[config.mk]
export PLATFORM = sky130hd
export DESIGN_NAME = broadcast_storm_detector_flat
export DESIGN_NICKNAME = d
export VERILOG_FILES = /design/src/bsd_pkg.sv /design/src/bsd_channels_if.sv /design/src/broadcast_storm_detector.sv /design/src/bsd_state_mem.sv /design/src/bsd_rate_div.sv /design/src/bsd_hysteresis.sv /design/src/flat_wrapper.sv
export SDC_FILE = /design/constraint.sdc
export NUM_CORES = 1
export LEC_CHECK = 0
export ABC_AREA = 0
export BUFFER_PORTS_ARGS = -buffer_cell sky130_fd_sc_hd__clkbuf_2
export CORE_MARGIN = 2
export CORE_UTILIZATION = 63
export DETAILED_ROUTE_END_ITERATION = 16
export PLACE_DENSITY_LB_ADDON = 0.3
export SETUP_SLACK_MARGIN = 0.4
export SLEW_MARGIN = 20
export SYNTH_ARGS = -nofsm -noshare
export SYNTH_HDL_FRONTEND = slang
export SYNTH_SLANG_ARGS = --single-unit
[constraint.sdc]
create_clock -name clk -period 27.8 [get_ports clk]
set_input_delay 0 -clock clk [delete_from_list [all_inputs] [get_ports clk]]
set_output_delay 0 -clock clk [all_outputs]
set_load 0.01 [all_outputs]
[src/bsd_pkg.sv]
// ----------------------------------------------------------------------------
// bsd_pkg: shared definitions for the broadcast storm detector
// Field widths, action and register codes, per-port state layout and the
// state machine encodings used by the sequencer and the rate divider.
// ----------------------------------------------------------------------------
package bsd_pkg;

    localparam int PORTS_DEFAULT = 4;

    localparam int PORT_W  = 2;
    localparam int CNT_W   = 32;
    localparam int RATE_W  = 32;
    // delta * 100 needs seven bits above the 32-bit delta.
    localparam int NUM_W   = CNT_W + 7;
    localparam int ACT_W   = 3;
    localparam int CFG_IDX_W  = 1;
    localparam int CFG_DATA_W = 32;

    localparam logic [RATE_W-1:0] RATE_MAX        = '1;
    localparam logic [CNT_W-1:0]  THRESHOLD_RESET = 32'd1000;

    // Hysteresis limits: a counter strictly above the limit triggers.
    localparam logic [2:0] OVER_LIMIT  = 3'd3;
    localparam logic [2:0] UNDER_LIMIT = 3'd3;
    localparam logic [1:0] QUIET_LIMIT = 2'd2;

    localparam logic [ACT_W-1:0] ACT_NONE    = 3'd0;
    localparam logic [ACT_W-1:0] ACT_SHUT    = 3'd1;
    localparam logic [ACT_W-1:0] ACT_LIMIT   = 3'd2;
    localparam logic [ACT_W-1:0] ACT_UNLIMIT = 3'd3;
    localparam logic [ACT_W-1:0] ACT_ALARM   = 3'd4;

    localparam logic [CFG_IDX_W-1:0] CFG_THRESHOLD = 1'b0;
    localparam logic [CFG_IDX_W-1:0] CFG_MODE      = 1'b1;

    typedef struct packed {
        logic [PORT_W-1:0] port_index;
        logic              port_up;
        logic [CNT_W-1:0]  rx_bcast_count;
        logic [CNT_W-1:0]  tx_bcast_count;
        logic [CNT_W-1:0]  now_tick;
    } sample_t;

    typedef struct packed {
        logic [PORT_W-1:0] out_port;
        logic [ACT_W-1:0]  action;
        logic [RATE_W-1:0] rx_rate;
        logic [RATE_W-1:0] tx_rate;
    } result_t;

    typedef struct packed {
        logic [2:0] over_cnt;
        logic [2:0] under_cnt;
        logic [1:0] quiet_cnt;
        logic       quiet_armed;
        logic       limited;
    } storm_flags_t;

    typedef struct packed {
        logic [CNT_W-1:0] last_rx;
        logic [CNT_W-1:0] last_tx;
        logic [CNT_W-1:0] last_tick;
        storm_flags_t     flags;
    } port_state_t;

    typedef enum logic [2:0] {
        SEQ_IDLE,
        SEQ_READ,
        SEQ_RX_GO,
        SEQ_RX_WAIT,
        SEQ_TX_GO,
        SEQ_TX_WAIT,
        SEQ_FINISH
    } seq_state_t;

    typedef enum logic [1:0] {
        DIV_IDLE,
        DIV_CHECK,
        DIV_RUN,
        DIV_DONE
    } div_state_t;

endpackage

[src/bsd_channels_if.sv]
// ----------------------------------------------------------------------------
// bsd channels: valid/ready streams for samples and results
// One interface per direction, each carrying a packed payload struct.
// ----------------------------------------------------------------------------
interface bsd_sample_if;
    import bsd_pkg::*;

    logic    valid;
    logic    ready;
    sample_t payload;

    modport source (output valid, output payload, input ready);
    modport sink   (input valid, input payload, output ready);
endinterface

interface bsd_result_if;
    import bsd_pkg::*;

    logic    valid;
    logic    ready;
    result_t payload;

    modport source (output valid, output payload, input ready);
    modport sink   (input valid, input payload, output ready);
endinterface

[src/broadcast_storm_detector.sv]
// ----------------------------------------------------------------------------
// broadcast_storm_detector: per-port broadcast storm detection
// Turns poll samples of broadcast counters into rates and runs the storm
// hysteresis of each port, giving one result item per sample item.
// ----------------------------------------------------------------------------
//
//  Channel   Direction  Handshake    Carries
//  --------  ---------  -----------  ------------------------------------------
//  sample    in         valid/ready  port, up flag, rx/tx counters, tick
//  result    out        valid/ready  port, action, rx and tx rates
//  cfg       in         write only   threshold (index 0), shutdown mode (1)
//
// A sample for a port that is up passes, from its acceptance to the earliest
// acceptance of the next item, through the state read, two passes of the
// shared divider (start, check step, 32 quotient bits, done), the closing
// write and the idle state in which the block is ready. A pass whose
// quotient saturates, or whose interval is zero, ends after its check step.
// A port that is down, or beyond the configured port count, skips both
// divider passes.
// Reset loads the register defaults and clears the sequencer and the per-port
// valid bits, so every port starts with zero history. The result sits in an
// output register, so a stalled result holds only the closing step; the next
// sample is still accepted while the result waits.
//
module broadcast_storm_detector #(
    parameter int PORTS = bsd_pkg::PORTS_DEFAULT
) (
    input  logic                            clk,
    input  logic                            rst_n,
    input  logic                            cfg_we,
    input  logic [bsd_pkg::CFG_IDX_W-1:0]   cfg_index,
    input  logic [bsd_pkg::CFG_DATA_W-1:0]  cfg_data,
    bsd_sample_if.sink                      sample,
    bsd_result_if.source                    result
);
    import bsd_pkg::*;

    localparam int ADDR_W = (PORTS > 1) ? $clog2(PORTS) : 1;

    // Configuration registers.
    logic [CNT_W-1:0] threshold_reg;
    logic             mode_reg;

    // Sequencer state and the captured sample.
    seq_state_t       state_reg, state_next;
    sample_t          sample_reg;
    logic             in_range_reg;
    logic [CNT_W-1:0] rx_delta_reg;
    logic [CNT_W-1:0] tx_delta_reg;
    logic [CNT_W-1:0] interval_reg;
    logic [RATE_W-1:0] rx_rate_reg;
    logic [RATE_W-1:0] tx_rate_reg;

    // Output register.
    result_t result_reg;
    logic    out_valid_reg;

    // Internal connections.
    logic              accept;
    logic              slot_free;
    logic              out_load;
    logic              mem_wr_en;
    port_state_t       row_cur;
    port_state_t       row_new;
    logic              div_start;
    logic [CNT_W-1:0]  div_delta;
    logic              div_done;
    logic [RATE_W-1:0] div_quotient;
    storm_flags_t      flags_next;
    logic [ACT_W-1:0]  hyst_action;
    logic              port_active;

    assign accept      = sample.valid && sample.ready;
    assign slot_free   = !out_valid_reg || result.ready;
    assign port_active = in_range_reg && sample_reg.port_up;

    // ------------------------------------------------------------------
    // Configuration writes.
    // ------------------------------------------------------------------
    always_ff @(posedge clk or negedge rst_n)
    begin
        if (!rst_n)
        begin
            threshold_reg <= THRESHOLD_RESET;
            mode_reg      <= 1'b0;
        end
        else if (cfg_we)
        begin
            unique case (cfg_index)
                CFG_THRESHOLD: threshold_reg <= cfg_data;
                CFG_MODE:      mode_reg      <= cfg_data[0];
                default:
                begin
                end
            endcase
        end
    end

    // ------------------------------------------------------------------
    // Per-port state store and the shared divider.
    // ------------------------------------------------------------------
    bsd_state_mem #(
        .DEPTH  (PORTS),
        .ADDR_W (ADDR_W)
    ) u_state_mem (
        .clk     (clk),
        .rst_n   (rst_n),
        .rd_en   (accept),
        .rd_addr (ADDR_W'(sample.payload.port_index)),
        .rd_data (row_cur),
        .wr_en   (mem_wr_en),
        .wr_addr (ADDR_W'(sample_reg.port_index)),
        .wr_data (row_new)
    );

    bsd_rate_div u_rate_div (
        .clk      (clk),
        .rst_n    (rst_n),
        .start    (div_start),
        .delta    (div_delta),
        .divisor  (interval_reg),
        .done     (div_done),
        .quotient (div_quotient)
    );

    bsd_hysteresis u_hysteresis (
        .flags_cur     (row_cur.flags),
        .rx_rate       (rx_rate_reg),
        .threshold     (threshold_reg),
        .shutdown_mode (mode_reg),
        .flags_next    (flags_next),
        .action        (hyst_action)
    );

    // ------------------------------------------------------------------
    // Sequencer.
    // ------------------------------------------------------------------
    always_comb
    begin
        state_next = state_reg;
        unique case (state_reg)
            SEQ_IDLE:
            begin
                if (accept)
                begin
                    state_next = SEQ_READ;
                end
            end
            SEQ_READ:
            begin
                state_next = port_active ? SEQ_RX_GO : SEQ_FINISH;
            end
            SEQ_RX_GO:
            begin
                state_next = SEQ_RX_WAIT;
            end
            SEQ_RX_WAIT:
            begin
                if (div_done)
                begin
                    state_next = SEQ_TX_GO;
                end
            end
            SEQ_TX_GO:
            begin
                state_next = SEQ_TX_WAIT;
            end
            SEQ_TX_WAIT:
            begin
                if (div_done)
                begin
                    state_next = SEQ_FINISH;
                end
            end
            SEQ_FINISH:
            begin
                if (slot_free)
                begin
                    state_next = SEQ_IDLE;
                end
            end
            default:
            begin
                state_next = SEQ_IDLE;
            end
        endcase
    end

    always_comb
    begin
        sample.ready = (state_reg == SEQ_IDLE);
        div_start    = (state_reg == SEQ_RX_GO) || (state_reg == SEQ_TX_GO);
        div_delta    = (state_reg == SEQ_RX_GO) ? rx_delta_reg : tx_delta_reg;
        out_load     = (state_reg == SEQ_FINISH) && slot_free;
        // A port beyond the port count leaves the store untouched.
        mem_wr_en    = out_load && in_range_reg;
    end

    always_ff @(posedge clk or negedge rst_n)
    begin
        if (!rst_n)
        begin
            state_reg <= SEQ_IDLE;
        end
        else
        begin
            state_reg <= state_next;
        end
    end

    // ------------------------------------------------------------------
    // Sample capture, deltas and rates.
    // ------------------------------------------------------------------
    // A counter that went backwards has wrapped: the delta is then
    // cur - prev - 1, which is cur + ~prev. The tick interval wraps the same
    // way, but equal ticks count as a full wrap too.
    always_ff @(posedge clk)
    begin
        if (accept)
        begin
            sample_reg   <= sample.payload;
            in_range_reg <= (int'(sample.payload.port_index) < PORTS);
        end
        if (state_reg == SEQ_READ)
        begin
            rx_delta_reg <= sample_reg.rx_bcast_count + ~row_cur.last_rx
                + {{(CNT_W-1){1'b0}}, (sample_reg.rx_bcast_count >= row_cur.last_rx)};
            tx_delta_reg <= sample_reg.tx_bcast_count + ~row_cur.last_tx
                + {{(CNT_W-1){1'b0}}, (sample_reg.tx_bcast_count >= row_cur.last_tx)};
            interval_reg <= sample_reg.now_tick + ~row_cur.last_tick
                + {{(CNT_W-1){1'b0}}, (sample_reg.now_tick > row_cur.last_tick)};
        end
        if ((state_reg == SEQ_RX_WAIT) && div_done)
        begin
            rx_rate_reg <= div_quotient;
        end
        if ((state_reg == SEQ_TX_WAIT) && div_done)
        begin
            tx_rate_reg <= div_quotient;
        end
    end

    // ------------------------------------------------------------------
    // Closing step: new row for the store and the result item.
    // ------------------------------------------------------------------
    // A port that is down loses its history but keeps its storm flags.
    always_comb
    begin
        if (sample_reg.port_up)
        begin
            row_new.last_rx   = sample_reg.rx_bcast_count;
            row_new.last_tx   = sample_reg.tx_bcast_count;
            row_new.last_tick = sample_reg.now_tick;
            row_new.flags     = flags_next;
        end
        else
        begin
            row_new.last_rx   = '0;
            row_new.last_tx   = '0;
            row_new.last_tick = '0;
            row_new.flags     = row_cur.flags;
        end
    end

    always_ff @(posedge clk)
    begin
        if (out_load)
        begin
            result_reg.out_port <= sample_reg.port_index;
            result_reg.action   <= port_active ? hyst_action : ACT_NONE;
            result_reg.rx_rate  <= port_active ? rx_rate_reg : '0;
            result_reg.tx_rate  <= port_active ? tx_rate_reg : '0;
        end
    end

    always_ff @(posedge clk or negedge rst_n)
    begin
        if (!rst_n)
        begin
            out_valid_reg <= 1'b0;
        end
        else if (out_load)
        begin
            out_valid_reg <= 1'b1;
        end
        else if (result.ready)
        begin
            out_valid_reg <= 1'b0;
        end
    end

    assign result.valid   = out_valid_reg;
    assign result.payload = result_reg;

endmodule

[src/bsd_state_mem.sv]
// ----------------------------------------------------------------------------
// bsd_state_mem: per-port state store
// One row per port with registered read data. A valid bit per row, cleared
// by reset, makes an unwritten row read as all zeros.
// ----------------------------------------------------------------------------
module bsd_state_mem #(
    parameter int DEPTH  = bsd_pkg::PORTS_DEFAULT,
    parameter int ADDR_W = 2
) (
    input  logic                  clk,
    input  logic                  rst_n,
    input  logic                  rd_en,
    input  logic [ADDR_W-1:0]     rd_addr,
    output bsd_pkg::port_state_t  rd_data,
    input  logic                  wr_en,
    input  logic [ADDR_W-1:0]     wr_addr,
    input  bsd_pkg::port_state_t  wr_data
);
    import bsd_pkg::*;

    port_state_t mem [DEPTH];
    logic [DEPTH-1:0] row_valid_reg;
    port_state_t rd_q_reg;
    logic rd_valid_reg;

    always_ff @(posedge clk)
    begin
        if (wr_en)
        begin
            mem[wr_addr] <= wr_data;
        end
        if (rd_en)
        begin
            rd_q_reg <= mem[rd_addr];
        end
    end

    always_ff @(posedge clk or negedge rst_n)
    begin
        if (!rst_n)
        begin
            row_valid_reg <= '0;
            rd_valid_reg  <= 1'b0;
        end
        else
        begin
            if (wr_en)
            begin
                row_valid_reg[wr_addr] <= 1'b1;
            end
            if (rd_en)
            begin
                rd_valid_reg <= row_valid_reg[rd_addr];
            end
        end
    end

    assign rd_data = rd_valid_reg ? rd_q_reg : '0;

endmodule

[src/bsd_rate_div.sv]
// ----------------------------------------------------------------------------
// bsd_rate_div: iterative rate divider
// Computes floor(delta * 100 / interval), saturated to 32 bits, one
// quotient bit per cycle through a single shared subtractor.
// ----------------------------------------------------------------------------
module bsd_rate_div (
    input  logic                       clk,
    input  logic                       rst_n,
    input  logic                       start,
    input  logic [bsd_pkg::CNT_W-1:0]  delta,
    input  logic [bsd_pkg::CNT_W-1:0]  divisor,
    output logic                       done,
    output logic [bsd_pkg::RATE_W-1:0] quotient
);
    import bsd_pkg::*;

    localparam int HI_W = NUM_W - RATE_W;

    div_state_t state_reg, state_next;

    logic [NUM_W-1:0]  num_reg;
    logic [CNT_W-1:0]  den_reg;
    logic [CNT_W-1:0]  rem_reg;
    logic [RATE_W-1:0] quo_reg;
    logic [4:0]        cnt_reg;

    logic [NUM_W-1:0]  scaled;
    logic [CNT_W:0]    op_a;
    logic [CNT_W+1:0]  diff;
    logic              ge;
    logic              den_zero;
    logic              sat;

    // delta * 100 = delta * 64 + delta * 32 + delta * 4
    assign scaled = {1'b0, delta, 6'b0} + {2'b0, delta, 5'b0} + {5'b0, delta, 2'b0};

    // The shared compare/subtract unit. In the check step it tests whether
    // the upper bits of the dividend already reach the divisor, which means
    // the quotient does not fit in 32 bits.
    always_comb
    begin
        if (state_reg == DIV_CHECK)
        begin
            op_a = {{(CNT_W + 1 - HI_W){1'b0}}, num_reg[NUM_W-1:RATE_W]};
        end
        else
        begin
            op_a = {rem_reg, quo_reg[RATE_W-1]};
        end
        diff = {1'b0, op_a} - {2'b0, den_reg};
        ge   = !diff[CNT_W+1];
    end

    assign den_zero = (den_reg == '0);
    assign sat      = den_zero ? (num_reg != '0) : ge;

    always_comb
    begin
        state_next = state_reg;
        unique case (state_reg)
            DIV_IDLE:
            begin
                if (start)
                begin
                    state_next = DIV_CHECK;
                end
            end
            DIV_CHECK:
            begin
                if (den_zero || ge)
                begin
                    state_next = DIV_DONE;
                end
                else
                begin
                    state_next = DIV_RUN;
                end
            end
            DIV_RUN:
            begin
                if (cnt_reg == '0)
                begin
                    state_next = DIV_DONE;
                end
            end
            DIV_DONE:
            begin
                state_next = DIV_IDLE;
            end
            default:
            begin
                state_next = DIV_IDLE;
            end
        endcase
    end

    always_comb
    begin
        done = (state_reg == DIV_DONE);
    end

    assign quotient = quo_reg;

    always_ff @(posedge clk or negedge rst_n)
    begin
        if (!rst_n)
        begin
            state_reg <= DIV_IDLE;
        end
        else
        begin
            state_reg <= state_next;
        end
    end

    always_ff @(posedge clk)
    begin
        case (state_reg)
            DIV_IDLE:
            begin
                if (start)
                begin
                    num_reg <= scaled;
                    den_reg <= divisor;
                end
            end
            DIV_CHECK:
            begin
                rem_reg <= {{(CNT_W - HI_W){1'b0}}, num_reg[NUM_W-1:RATE_W]};
                cnt_reg <= 5'd31;
                if (den_zero || ge)
                begin
                    quo_reg <= sat ? RATE_MAX : '0;
                end
                else
                begin
                    quo_reg <= num_reg[RATE_W-1:0];
                end
            end
            DIV_RUN:
            begin
                rem_reg <= ge ? diff[CNT_W-1:0] : op_a[CNT_W-1:0];
                quo_reg <= {quo_reg[RATE_W-2:0], ge};
                cnt_reg <= cnt_reg - 5'd1;
            end
            default:
            begin
            end
        endcase
    end

endmodule

[src/bsd_hysteresis.sv]
// ----------------------------------------------------------------------------
// bsd_hysteresis: storm hysteresis for one port
// Given the stored flags of a port and its new receive rate, produces the
// updated flags and the action for this sample.
// ----------------------------------------------------------------------------
module bsd_hysteresis (
    input  bsd_pkg::storm_flags_t       flags_cur,
    input  logic [bsd_pkg::RATE_W-1:0]  rx_rate,
    input  logic [bsd_pkg::CNT_W-1:0]   threshold,
    input  logic                        shutdown_mode,
    output bsd_pkg::storm_flags_t       flags_next,
    output logic [bsd_pkg::ACT_W-1:0]   action
);
    import bsd_pkg::*;

    always_comb
    begin
        storm_flags_t f;
        logic [ACT_W-1:0] act;

        f   = flags_cur;
        act = ACT_NONE;

        if (rx_rate > threshold)
        begin
            f.over_cnt  = f.over_cnt + 3'd1;
            f.under_cnt = '0;
            f.quiet_cnt = '0;
        end
        else
        begin
            f.over_cnt = '0;
            if (!f.quiet_armed)
            begin
                f.quiet_cnt = '0;
            end
            else
            begin
                f.quiet_cnt = f.quiet_cnt + 2'd1;
            end
            if (f.limited)
            begin
                f.under_cnt = f.under_cnt + 3'd1;
                if (f.under_cnt > UNDER_LIMIT)
                begin
                    act           = ACT_UNLIMIT;
                    f.quiet_armed = 1'b1;
                    f.quiet_cnt   = '0;
                    f.limited     = 1'b0;
                end
            end
        end

        // A storm in shutdown mode repeats the shut action on every fourth
        // sample; in limit mode the limit is applied only once.
        if (f.over_cnt > OVER_LIMIT)
        begin
            if (shutdown_mode)
            begin
                act = ACT_SHUT;
            end
            else if (!f.limited)
            begin
                act       = ACT_LIMIT;
                f.limited = 1'b1;
            end
            f.over_cnt = '0;
        end

        if (f.quiet_cnt > QUIET_LIMIT)
        begin
            act           = ACT_ALARM;
            f.quiet_armed = 1'b0;
            f.quiet_cnt   = '0;
        end

        flags_next = f;
        action     = act;
    end

endmodule

[src/flat_wrapper.sv]
// flat-port wrapper written by rule: the top's interface ports become plain ports
module broadcast_storm_detector_flat import bsd_pkg::*;
#(
    parameter int PORTS = bsd_pkg::PORTS_DEFAULT
)
  (clk, rst_n, cfg_we, cfg_index, cfg_data, sample_valid, sample_payload, sample_ready, result_valid, result_payload, result_ready);
  bsd_sample_if sample_i ();
  bsd_result_if result_i ();
  input  logic clk;
  input  logic rst_n;
  input  logic cfg_we;
  input  logic [bsd_pkg::CFG_IDX_W-1:0] cfg_index;
  input  logic [bsd_pkg::CFG_DATA_W-1:0] cfg_data;
  input wire logic [$bits(sample_i.valid)-1:0] sample_valid;
  input wire logic [$bits(sample_i.payload)-1:0] sample_payload;
  output wire logic [$bits(sample_i.ready)-1:0] sample_ready;
  output wire logic [$bits(result_i.valid)-1:0] result_valid;
  output wire logic [$bits(result_i.payload)-1:0] result_payload;
  input wire logic [$bits(result_i.ready)-1:0] result_ready;
  assign sample_i.valid = sample_valid;
  assign sample_i.payload = sample_payload;
  assign sample_ready = sample_i.ready;
  assign result_valid = result_i.valid;
  assign result_payload = result_i.payload;
  assign result_i.ready = result_ready;
  broadcast_storm_detector #(.PORTS(PORTS)) u_core (.clk(clk), .rst_n(rst_n), .cfg_we(cfg_we), .cfg_index(cfg_index), .cfg_data(cfg_data), .sample(sample_i), .result(result_i));
endmodule
# == Yosys cells after proc, flatten, opt, wreduce, memory -nomap -nowiden ==
# Memory sizes are Yosys's and may differ from the RTL's. A register that Yosys moved wholly into a read port is not among the register bits.
# Cells that the tools add are included.
# totals
reg_bits,512
mem_bits_rw,424
wordCells,140
memories,1
# memory_table
name,words,word_bits,rd,rd_ports_with_merged_regs,write_ports,line,rtl
u_core.u_state_mem.mem,4,106,1,1,1,bsd_state_mem.sv:21,port_state_t mem [DEPTH];
# classes
n_addsub,13
magnitude_cmp,10
eq_ne,15
muxes,45
bitwise,6
reduce_logical,23
# ops
operator,count
$mux 106,2
$mux 32,4
$pmux 32 s2,2
$add 32x1->32,3
$add 32x32->32,3
$not 32->32,3
$ge 32x32->1,2
$gt 32x32->1,2
$add 38x37->39,1
$add 39x34->39,1
$mux 3,13
$reduce_bool 39->1,1
$sub 33x32->34,1
$mux 33,1
$logic_not 32->1,1
$pmux 3 s7,1
$mux 1,10
$mux 2,5
$pmux 5 s2,1
$eq 3x3->1 const B,3
$mux 8,1
$ne 2x1->1 const B,4
$pmux 2 s4,1
$reduce_and 2->1,4
27 further kinds,42

# == Longest topological paths before layout ==
# logic_depth
ltp_word,10
mapped_depth,26
ltp_nobuf,23

# == Cells and area by module ==
# From an unflattened synthesis, not the netlist that was laid out.
# unflattened
hier_cells,3422
area_unflattened_um2,48999.5
# modules_own_cells
mod,instances,cells_per_inst,area_per_inst_um2
bsd_state_mem,1,797,19367.3
broadcast_storm_detector,1,1529,18721.7
bsd_rate_div,1,942,9786.9
bsd_hysteresis,1,154,1123.6

# == Worst setup path before layout ==
# Ideal clock, no wire load.
# synth_timing
path_kind,flip-flop to flip-flop
from,register u_core.state_reg[2]
to,register u_core.u_state_mem.row_valid_reg[0]
setup_ps,114
arrival_ps,13513
required_ps,27686
path_slack_ps,14174
stages_incl_launch_ff,6
n_path_buf,1
synth_period_minus_slack_ps,13626
cell_sequence,dfrtp_1 clkbuf_1 nand2_1 nor3_1 nor3b_1 or2_2
# synth_via
elab_chain_cells,2
# synth_lines
element,line,rtl
start: declaration,broadcast_storm_detector.sv:45,"seq_state_t state_reg, state_next;"
start signal: assignment,broadcast_storm_detector.sv:207,state_reg <= state_next;
$eq 3x3->1,broadcast_storm_detector.sv:194,out_load = (state_reg == SEQ_FINISH) && slot_free;
$logic_and 1x1->1,broadcast_storm_detector.sv:194,
via u_core.mem_wr_en,broadcast_storm_detector.sv:62,logic mem_wr_en;
end signal: assignment,bsd_state_mem.sv:42,row_valid_reg <= '0;
end signal: indexed assignment,bsd_state_mem.sv:49,row_valid_reg[wr_addr] <= 1'b1;
end: declaration,bsd_state_mem.sv:22,logic [DEPTH-1:0] row_valid_reg;
# The timed path passes the listed nets, and every way through them passes these cells.
# A chain may end at the register's enable or synchronous reset.

# == Worst setup path after layout ==
# layout_timing
from,register u_core.u_state_mem.rd_valid_reg
to,"register u_core.rx_delta_reg[20], data pin"
# layout_via
elab_chain_cells,4
# layout_lines
element,line,rtl
start: declaration,bsd_state_mem.sv:24,logic rd_valid_reg;
start signal: assignment,bsd_state_mem.sv:53,rd_valid_reg <= row_valid_reg[rd_addr];
$mux 106 (*),bsd_state_mem.sv:58,assign rd_data = rd_valid_reg ? rd_q_reg : '0;
$not 32->32,broadcast_storm_detector.sv:226,rx_delta_reg <= sample_reg.rx_bcast_count + ~row_cur.last_rx
$add 32x32->32,broadcast_storm_detector.sv:226,
$add 32x1->32 (*),broadcast_storm_detector.sv:227,"+ {{(CNT_W-1){1'b0}}, (sample_reg.rx_bcast_count >= row_cur.last_rx)};"
end signal: assignment,broadcast_storm_detector.sv:226,
end: declaration,broadcast_storm_detector.sv:48,logic [CNT_W-1:0] rx_delta_reg;
# Every way passes the cells marked *; elsewhere a longest branch is shown, timed or not.

==> reports/qor.log <==
[status] status complete, no violations
[logic_synthesis] cell type with the largest total area after synthesis sky130_fd_sc_hd__edfxtp_1
[logic_synthesis] commonest register cell after synthesis sky130_fd_sc_hd__edfxtp_1
[worst_setup_path] maximum fanout encountered on the critical timing path 70
[placement] weighted congestion reported at the end of routability-driven placement 0.871
[die] horizontal die dimension 277 um
[clocking] Reg clk slew, reported paths 0.06 ns
[timing] total negative slack for setup checks 0 ns
[logic_synthesis] number of flops mapped to enable cells by yosys 996
[logic_synthesis] Warnings, synthesis 0
[worst_setup_path] worst setup path endpoint u_core.rx_delta_reg[20]$_DFFE_PP_
[clocking] clock tree root driver cell sky130_fd_sc_hd__clkbuf_16
[die] effective utilization at floorplan 0.633
[route] met1 WL 44400 um
[route] detailed route wirelength on metal2 52500 um
[die] die area 0.0766 mm^2
[final_layout] layout cell share with drive strength beyond 1 0.159
[worst_setup_path] Worst EP required 28.23 ns
[final_layout] Final #Nets 3933
[die] I/O pins 208
[timing] minimum clock period after layout 6.32 ns
[route] met3 WL 6560 um
[logic_synthesis] count of cell types in the netlist 77
[timing] Max transition margin 0.248
[logic_synthesis] portion of synthesized cell area occupied by the leading cell type 0.638
[worst_setup_path] worst flop-to-flop path startpoint u_core.u_state_mem.rd_valid_reg$_DFFE_PN0P_
[hold_path] Hold/Removal Path Class in2reg
[clocking] worst skew pair latency 0.68 ns
[global_routing] antenna violations before repair 0
[logic_synthesis] cell area after synthesis 0.0469 mm^2
[timing] RSZ-0062 raised after global routing no
[logic_synthesis] FFs w/ async S/R, synth 0.0423
[route] DR iter-0 viols 2709
[global_routing] GRT Overall Usage 0.280
[global_routing] global-route wire length before repair 166000 um
[die] Die Ht 277 um
[timing] worst-case clock skew 0.0318 ns
[worst_setup_path] Setup CP Type reg2reg
[timing] top achievable clock speed 158 MHz
[global_routing] sum of overflow across all layers after global routing 0
[worst_setup_path] end of the worst register-to-register path u_core.rx_delta_reg[20]$_DFFE_PP_
[route] average routed wire per standard cell 23.1 um
[route] detailed-routing iteration count for the pre-antenna-repair pass 5
[power] cell area power density 114 mW/mm^2
[clocking] Num Clock Sinks 1040
[final_layout] Largest register FFs 424
[logic_synthesis] top-count cell post-synth sky130_fd_sc_hd__edfxtp_1
[final_layout] area added between synthesis and finish 16.4%
[route] routed via count divided by cell count 6.13
[worst_setup_path] setup slack of the worst register-to-register path 21.48 ns
[worst_setup_path] timing startpoint of the critical path u_core.u_state_mem.rd_valid_reg$_DFFE_PN0P_
[timing] count of final max-slew check failures 0
[route] total routed wirelength 106000 um
[logic_synthesis] fraction of the yosys area taken by sequential cells 0.662
[final_layout] Final Instance Count excl. Fillers 4613
[global_routing] maximum number of pins on one net before global-route repair 170
[placement] Cells after DPL 4219
[worst_setup_path] number of cells on the worst reg-to-reg path 21
[route] Top Layer Used met4
[route] DRC violations left 0
[timing] fin crit share 0.227
[placement] DPL Wire Length 65400 um
[run] number of maximum-capacitance constraint violations 0
[route] DR vias 28300
[logic_synthesis] commonest cells in the netlist 996 x sky130_fd_sc_hd__edfxtp_1, 216 x sky130_fd_sc_hd__nand2_1, 206 x sky130_fd_sc_hd__ha_1, 182 x sky130_fd_sc_hd__and2_1, 159 x sky130_fd_sc_hd__a21oi_1
[logic_synthesis] Synthesized Nets 3493
[worst_setup_path] Setup crit end kind flip-flop
[logic_synthesis] cell count after synthesis 3117
[clocking] deepest clock path buffer count 3
[logic_synthesis] cell types occupying the most area after synthesis sky130_fd_sc_hd__edfxtp_1 64%, sky130_fd_sc_hd__ha_1 5.5%, sky130_fd_sc_hd__mux4_2 5.1%
[logic_synthesis] flop and latch count out of synthesis 1040
[clocking] maximum level of the CTS H-tree 3
[logic_synthesis] Post-Syn Area per Cell 15.0 um^2
[global_routing] via count of the first global-routing pass 29100
[timing] number of hold-slack violations in the final timing report 0
[clocking] Num CTS Buffers 102
[route] post-detailed-route count of antenna-violating nets 0
[die] # rows 100
[worst_setup_path] CP Launch Type flip-flop
[clocking] CTS tree done
[worst_setup_path] Critical Path AT 6.75 ns
[placement] IO Port Bufs 207
[power] leakage power summed over all cells 19.9 nW
[timing] final number of setup-violating endpoints 0
[power] largest vdd supply drop 0.100 mV
[timing] transition time at the pin with the least slew margin 1.13 ns
[die] Core Box Area 0.0741 mm^2
[worst min path at each step]
stage                                   from                                   end  slack, ns  cells past startpoint
final                     sample_payload[24]       u_core.sample_reg[24]$_DFFE_PP_       0.03                      2
after detailed placement               rst_n   u_core.threshold_reg[4]$_DFFE_PN0P_       0.14                      2
after global routing      sample_payload[11]       u_core.sample_reg[11]$_DFFE_PP_       0.03                      2
after floorplan                        rst_n           u_core.mode_reg$_DFFE_PN0P_      -0.30                      0
after CTS                 sample_payload[24]       u_core.sample_reg[24]$_DFFE_PP_      0.003                      2
after global placement                 rst_n  u_core.threshold_reg[10]$_DFFE_PN0P_       0.13                      2
[per-layer routing]
layer  global-route usage  vias up
li1                     -    12800
met5                    0        -
met4               0.0856        0
met3               0.0414      205
met1                0.384    14200
met2                0.472     1135
[where the power goes]
part	switching [mW]	total (mW)	internal, mW
clock	0.591	1.43	0.838
sequential	0.156	2.35	2.20
combinational	1.43	2.41	0.980
total	2.18	6.19	4.02
[through the flow]
| stage | util | setup slack [ns] | power [mW] | instance area (um^2) | hold slack (ns) |
|---|---|---|---|---|---|
| after global routing | 0.737 | 20.97 | 6.56 | 54600 | 0.0285 |
| after global placement | 0.662 | 21.70 | 4.65 | 49000 | 0.125 |
| final | 0.737 | 21.48 | 6.19 | 54600 | 0.0323 |
| after CTS | 0.736 | 21.52 | 6.18 | 54500 | 0.00338 |
| after detailed placement | 0.662 | 21.58 | 4.72 | 49000 | 0.136 |
| after floorplan | - | 14.17 | 4.14 | 46900 | -0.296 |
[cells by family after synthesis]
| kind of cell | after synthesis | share of synthesized area |
|---|---|---|
| AOI/OAI and AO/OA | 544 | 0.0770 |
| xor gates and xnor gates | 125 | 0.0234 |
| adders and majority gates | 239 | 0.0691 |
| buffers and inverters | 217 | 0.0180 |
| DFF | 1040 | 0.662 |
| muxes | 165 | 0.0650 |
| and+or+nand+nor | 787 | 0.0857 |
[layout make-up]
cell class                      instances  area, um^2
Sequential cell                      1040       31000
Fill cell                            4443       19500
Timing Repair Buffer                  438        3340
Multi-Input combinational cell       1860       15100
Inverter                              115         432
Tap cell                              969        1210
Clock inverter                         62         782
Antenna cell                            1        2.50
Clock buffer                          128        2690
[what timing repair did]
item,in CTS,in global routing
gates resized for setup,0,0
endpoints found under the setup margin,0,0
hold buffers,201,0
setup buffers,0,0
endpoints found under the hold margin,231,0
[worst max-delay path, cell delays in order, from the launching register on]
cell,delay [ns]
sky130_fd_sc_hd__dfrtp_4,0.95
sky130_fd_sc_hd__buf_4,0.54
sky130_fd_sc_hd__nand2_1,0.10
sky130_fd_sc_hd__ha_1,0.39
sky130_fd_sc_hd__a21o_1,0.19
sky130_fd_sc_hd__a21o_1,0.16
sky130_fd_sc_hd__a21oi_1,0.21
sky130_fd_sc_hd__a21oi_1,0.10
sky130_fd_sc_hd__a2111oi_0,0.49
sky130_fd_sc_hd__a2111oi_0,0.23
sky130_fd_sc_hd__o22ai_1,0.24
sky130_fd_sc_hd__fa_1,0.24
sky130_fd_sc_hd__nor2b_1,0.08
sky130_fd_sc_hd__o21bai_1,0.16
sky130_fd_sc_hd__a21oi_1,0.13
sky130_fd_sc_hd__o31ai_1,0.43
sky130_fd_sc_hd__a21boi_0,0.29
sky130_fd_sc_hd__o21a_1,0.27
sky130_fd_sc_hd__o22a_1,0.22
sky130_fd_sc_hd__a221o_1,0.33
sky130_fd_sc_hd__a21oi_1,0.18
sky130_fd_sc_hd__xnor2_1,0.08
[cell usage in the layout (no fill, tap or decap), types with 32 or more instances in the layout]
cell type                         n
sky130_fd_sc_hd__nor2b_1         53
sky130_fd_sc_hd__inv_1          115
sky130_fd_sc_hd__and2_1         180
sky130_fd_sc_hd__dlygate4sd3_1  201
sky130_fd_sc_hd__nand3_1         42
sky130_fd_sc_hd__mux4_2         107
sky130_fd_sc_hd__ha_1           204
sky130_fd_sc_hd__o21ai_0        101
sky130_fd_sc_hd__xnor2_1         73
sky130_fd_sc_hd__fa_1            33
sky130_fd_sc_hd__nor3_1          32
sky130_fd_sc_hd__clkbuf_16      103
sky130_fd_sc_hd__clkbuf_2       205
sky130_fd_sc_hd__xor2_1          52
sky130_fd_sc_hd__nor2_1         123
sky130_fd_sc_hd__a21o_1          84
sky130_fd_sc_hd__edfxtp_1       996
sky130_fd_sc_hd__nand2_1        216
sky130_fd_sc_hd__a21oi_1        159
sky130_fd_sc_hd__dfrtp_1         37
sky130_fd_sc_hd__mux2_2          44
(Power assumes the default switching activity.)
